===== src/sv/hta_pkg.sv =====
// Shared types, codes and defaults for the handle table allocator.
package hta_pkg;

  localparam int NUM_ROWS_DEFAULT      = 32;
  localparam int SLOTS_PER_ROW_DEFAULT = 32;
  localparam int VALUE_WIDTH_DEFAULT   = 32;
  localparam int QUEUE_DEPTH           = 2;

  localparam logic [1:0] KIND_ALLOC  = 2'd0;
  localparam logic [1:0] KIND_LOOKUP = 2'd1;
  localparam logic [1:0] KIND_FREE   = 2'd2;

  localparam logic STATUS_OK   = 1'b0;
  localparam logic STATUS_FAIL = 1'b1;

  typedef enum logic [1:0] {
    OP_ALLOC,
    OP_LOOKUP,
    OP_FREE,
    OP_REJECT
  } op_t;

  typedef enum logic [1:0] {
    BK_IDLE,
    BK_PICK,
    BK_COMMIT
  } back_state_t;

  typedef struct packed {
    logic [1:0]  kind;
    logic [4:0]  handle_row;
    logic [4:0]  handle_col;
    logic [31:0] entry_value;
  } req_t;

  typedef struct packed {
    logic        status;
    logic [4:0]  result_row;
    logic [4:0]  result_col;
    logic [31:0] read_value;
  } rsp_t;

  typedef struct packed {
    op_t         op;
    logic [4:0]  row;
    logic [4:0]  col;
    logic [31:0] value;
  } cmd_t;

endpackage


===== src/sv/hta_queue.sv =====
// Small command queue between the front end and the back end.
module hta_queue #(
  parameter int DEPTH = hta_pkg::QUEUE_DEPTH
) (
  input  logic          clk,
  input  logic          rst,
  input  logic          push_valid,
  output logic          push_ready,
  input  hta_pkg::cmd_t push_cmd,
  output logic          pop_valid,
  input  logic          pop_ready,
  output hta_pkg::cmd_t pop_cmd
);
  import hta_pkg::*;

  localparam int PTR_W = (DEPTH > 1) ? $clog2(DEPTH) : 1;
  localparam int CNT_W = $clog2(DEPTH + 1);

  cmd_t             entries [DEPTH];
  logic [PTR_W-1:0] wr_ptr;
  logic [PTR_W-1:0] rd_ptr;
  logic [CNT_W-1:0] count;
  logic             do_push;
  logic             do_pop;

  assign push_ready = (count != CNT_W'(DEPTH));
  assign pop_valid  = (count != '0);
  assign pop_cmd    = entries[rd_ptr];
  assign do_push    = push_valid && push_ready;
  assign do_pop     = pop_valid && pop_ready;

  always_ff @(posedge clk) begin
    if (do_push) begin
      entries[wr_ptr] <= push_cmd;
    end
  end

  always_ff @(posedge clk) begin
    if (rst) begin
      wr_ptr <= '0;
      rd_ptr <= '0;
      count  <= '0;
    end else begin
      if (do_push) begin
        wr_ptr <= (wr_ptr == PTR_W'(DEPTH - 1)) ? '0 : wr_ptr + 1'b1;
      end
      if (do_pop) begin
        rd_ptr <= (rd_ptr == PTR_W'(DEPTH - 1)) ? '0 : rd_ptr + 1'b1;
      end
      if (do_push && !do_pop) begin
        count <= count + 1'b1;
      end else if (!do_push && do_pop) begin
        count <= count - 1'b1;
      end
    end
  end

endmodule


===== config.mk =====
export PLATFORM = sky130hd
export DESIGN_NAME = hta_queue
export DESIGN_NICKNAME = d
export VERILOG_FILES = /design/src/sv/hta_pkg.sv /design/src/sv/hta_queue.sv
export SDC_FILE = /design/constraint.sdc
export NUM_CORES = 1
export LEC_CHECK = 0
export BUFFER_PORTS_ARGS = -buffer_cell sky130_fd_sc_hd__buf_2
export CAP_MARGIN = 10
export CORE_MARGIN = 2
export CORE_UTILIZATION = 54
export CTS_BUF_LIST = sky130_fd_sc_hd__clkbuf_4 sky130_fd_sc_hd__clkbuf_8
export CTS_CLUSTER_SIZE = 14
export DETAILED_ROUTE_END_ITERATION = 8
export PLACE_DENSITY = 0.86
export SYNTH_ARGS = -nofsm -noshare
export SYNTH_HDL_FRONTEND = slang
export SYNTH_SLANG_ARGS = --single-unit

===== constraint.sdc =====
create_clock -name clk -period 2.9 [get_ports clk]
set_input_delay 0.435 -clock clk [delete_from_list [all_inputs] [get_ports clk]]
set_output_delay 0.435 -clock clk [all_outputs]
set_load 0.01 [all_outputs]

### Word level (Yosys, flattened, before mapping)

Memories as Yosys holds them, arrays and structs flattened. A register that Yosys moved wholly into a read port is not among the register bits.
Cells that the tools add are included.

* reduce and logical (&&, ||, !) cells: 8
* $add $sub $neg: 4
* muxes and demuxes: 8
* equal/unequal tests: 1

Operators with widths (count)
* two-way mux 1 bit: 6
* logical AND 1 bit: 4
* two-way mux 2 bit: 2
* nonzero test 2 bit: 2
* adder 1 bit, second input constant: 2
* adder 2 x 1 -> 2 bit, second input constant: 1
* zero test 1 bit: 2
* inequality test 2 bit, second input constant: 1
* subtractor 2 x 1 -> 2 bit, second input constant: 1

* memories kept: 1
* word-level logic and storage cells: 25
* bits in writable memories: 88
* bits in registers: 4

Memories
* entries: words 2, bits a word 44, rd ports 1, clocked after Yosys merged registers in 1, write ports 1, line hta_queue.sv:19 `cmd_t entries [DEPTH];`

### Logic depth before layout (Yosys ltp)

* word-level depth: 6
* depth in mapped cells: 6

### Least setup slack after synthesis

OpenSTA, ideal clock, no wires.

* kind: register to register
* start: register count[0]
* end: memory entries[1][0] (netlist name), enable pin
* setup time: 406 ps
* data arrival time: 1742 ps
* cell stages (with the launch flop): 3
* path buffers: 0
* slack: 752 ps
* required time: 2494 ps
* clock period less this slack: 2148 ps
* path through: dfxtp_1 -> nand2b_1 -> and3_1

* cells in the longest elaborated chain, start to end: 4

Ends and longest elaborated chain
* from (decl): line hta_queue.sv:22 `logic [CNT_W-1:0] count;`
* from (signal assigned): line hta_queue.sv:51 `count <= count + 1'b1;`
* from (signal assigned): line hta_queue.sv:53 `count <= count - 1'b1;`
* inequality test 2 bit: line hta_queue.sv:26 `assign push_ready = (count != CNT_W'(DEPTH));`
* via push_ready: line hta_queue.sv:8 `output logic push_ready,`
* logical AND 1 bit: line hta_queue.sv:29 `assign do_push = push_valid && push_ready;`
* two-way mux 1 bit: line hta_queue.sv:33 `if (do_push) begin`
* two-way mux 1 bit (implied by the code): line hta_queue.sv:34 `entries[wr_ptr] <= push_cmd;`
* to (decl): line hta_queue.sv:19

The timed path passes the listed nets, and every way through them passes these cells.

==> impl_metrics.py <==
metrics = {
    "global_routing": {
        "grt_usage_pct": 16.6,
        "grt_max_degree": 45,
        "grt_pass1_wl_mm": 8.71,
        "overflow": 0,
        "grt_pass1_vias": 1846,
        "antenna_found_initial": 1,
    },
    "synthesis": {
        "synth-compound-area-share_pct": 0.885,
        "synthTopCellsByArea": "edfxtp_1 (78%), mux2_2 (15%), dfxtp_1 (2.9%)",
        "seq_area_frac_synth_pct": 80.8,
        "syn-num-nets": 210,
        "synth_top_area_share_pct": 77.9,
        "synth_top_family_by_area": "multiplexers",
        "synth.avg_cell_area_um2": 21.1,
        "synthAdderAreaFrac_pct": 0.369,
        "netlist_area_mm2": 0.00339,
        "yosys_warnings": 0,
        "synth.area.mux_share_pct": 14.6,
        "syn_inst": 161,
        "yosysUniqueCellTypes": 18,
        "ys_seq_elements": 93,
        "synth-simple-area-share_pct": 1.47,
        "synth_xor_area_share_pct": 0.774,
        "yosysTopAreaCell": "edfxtp_1",
    },
    "worst_hold_path": {
        "hold_class": "primary input to flop",
        "hold_depth": 1,
    },
    "routing": {
        "route.detailed.drc": 0,
        "wire_per_inst_um": 16.2,
        "drt_iter0_drc": 71,
        "met1_length_mm": 2.25,
        "ant_nets": 0,
        "top_layer_used": "met4",
        "vias": 1787,
        "firstDrtPassIters": 4,
        "drt_wl_total_mm": 5.60,
        "met2WireLength_mm": 2.85,
        "viasPerCell": 5.16,
        "wl_met3_um": 355,
    },
    "sta": {
        "tightestPinTransition_ns": 0.590,
        "finalCriticalPeriod_ns": 2.33,
        "tns_ns": 0,
        "maxSlewViolCount": 0,
        "slew_headroom_pct": 60.7,
        "rsz0062_at_grt": "false",
        "max_freq_mhz": 429,
        "finalHoldViolations": 0,
        "finalCritPeriodShare_pct": 80.4,
        "setup_violations": 0,
        "fin_skew_ns": 0.00852,
        "holdWs_ns": 0.274,
    },
    "pwr": {
        "max-vdd-ir-drop_mv": 0.503,
        "leakagePower_nw": 1.60,
        "power.density_mw_per_mm2": 861,
    },
    "worst_setup_path": {
        "crit_path_start_kind": "flop",
        "cp.arrival_ns": 1.90,
        "worstPathRequired_ns": 2.47,
        "reg2reg_depth": 4,
        "slowest_delay_ns": 0.68,
        "critPathMaxFanout": 24,
        "cp_slowest_cell": "dfxtp_2",
        "crit_path_end_kind": "output pin",
        "critical_path_class": "flop to output pin",
        "crit_path_cell_trace": "buf_4 -> mux2_2 -> buf_2",
    },
    "floorplan": {
        "fp-row-count": 28,
        "num_io_pins": 94,
        "dieArea_mm2": 0.00693,
        "start_util_pct": 56.6,
        "coreArea_mm2": 0.00599,
        "dieWidth_um": 83.3,
        "die_h_um": 83.3,
    },
    "clock_network": {
        "clk_latency_ns": 0.34,
        "htree_levels": 3,
        "post_cts.repair.setup_buffers": 0,
        "clock_sinks": 93,
        "hold_buffers": 0,
        "cts_root_buf": "clkbuf_8",
        "path_clk_slew_ns": 0.09,
        "cts_buffers": 9,
        "cts_buffer_depth": 2,
        "cts.repair.resized": 0,
        "cts_tree": "yes",
    },
    "placed_design": {
        "gp_congestion": 0.750,
        "portBuffers": 93,
        "dp_hpwl_mm": 3.87,
        "dp.cells": 329,
    },
    "finish": {
        "syn_to_final_growth_pct": 24.0,
        "layout_commonest_cell": "buf_2",
        "drive_above_1_share_pct": 60.4,
        "final_nets": 314,
        "instances_no_fill": 346,
        "final_cell_mix": "buf_2 (93), edfxtp_1 (88), mux2_2 (44)",
    },
    "run_status": {
        "outcome": "finished clean",
    },
    "run": {
        "maxCapViolations": 0,
    },
}
==> cell usage after synthesis <==
cell type / n
and2_1: 1
buf_4: 3
and3_1: 1
nor2_1: 3
or2_2: 1
edfxtp_1: 88
ha_1: 1
inv_1: 1
a21bo_2: 1
xor2_1: 3
buf_2: 2
mux2_2: 44
dfxtp_1: 5
o21ai_0: 2
nand3b_1: 1
nand2b_1: 1
or3_1: 1
a21oi_1: 2
==> per-stage QoR <==
stage	instance area (um2)	utilization, %	power, mW	setup WS (ns)
detailed placement	3960	66.1	2.66	0.912
floorplan	3390	-	2.33	0.752
finish	4210	70.2	3.62	0.569
global route	4200	70.2	3.80	0.417
global placement	3960	66.1	2.63	0.906
CTS	4200	70.2	3.67	0.515
==> routing by layer <==
| layer | GRT usage [%] | up-vias |
|---|---|---|
| met3 | 4.87 | 13 |
| met1 | 19.7 | 873 |
| met5 | 0 | - |
| met2 | 26.9 | 63 |
| met4 | 9.99 | 0 |
| li1 | - | 838 |
==> critical path: cells and delay by family, from the launching register on <==
kind,cells,cell delay [ns]
buffers and inverters,2,0.50
muxes,1,0.38
DFF,1,0.68
==> kinds of logic after synthesis <==
group,after synthesis
multiplexers,44
AND/OR/NAND/NOR,9
flip-flops,93
buffers and inverters,6
adder cells (fa/ha/maj),1
AO/OA/AOI/OAI,5
XOR/XNOR,3
==> flip-flops by register name, indices dropped and copies added, names as in the netlist, named ones only <==
name,flops
count,2
entries,88
rd_ptr,1
wr_ptr,1
==> worst paths after layout <==
kind / start / slack [ns] / endpoint
worst max-delay path: flop / 0.57 / pop_cmd[5]
worst min register to register: rd_ptr / 0.51 / rd_ptr
worst min-delay path: push_cmd[36] / 0.27 / entries[1][36]
worst max register to register: count[0] / 1.19 / entries[0][23]
==> where the power goes <==
group | total [mW] | internal [mW] | switching, mW
Combinational | 0.848 | 0.424 | 0.424
Clock | 1.01 | 0.602 | 0.403
Sequential | 1.77 | 1.68 | 0.0914
==> cell type report <==
class,count,area [um2]
sequential,93,2740
clock inverter,4,97.6
inverter,1,3.75
tap,75,93.8
antenna,1,2.50
clock buffer,12,146
fill,409,1780
timing repair buffer,98,503
multi-input combinational,62,616
Note: power is estimated with default switching activity, not from simulation.
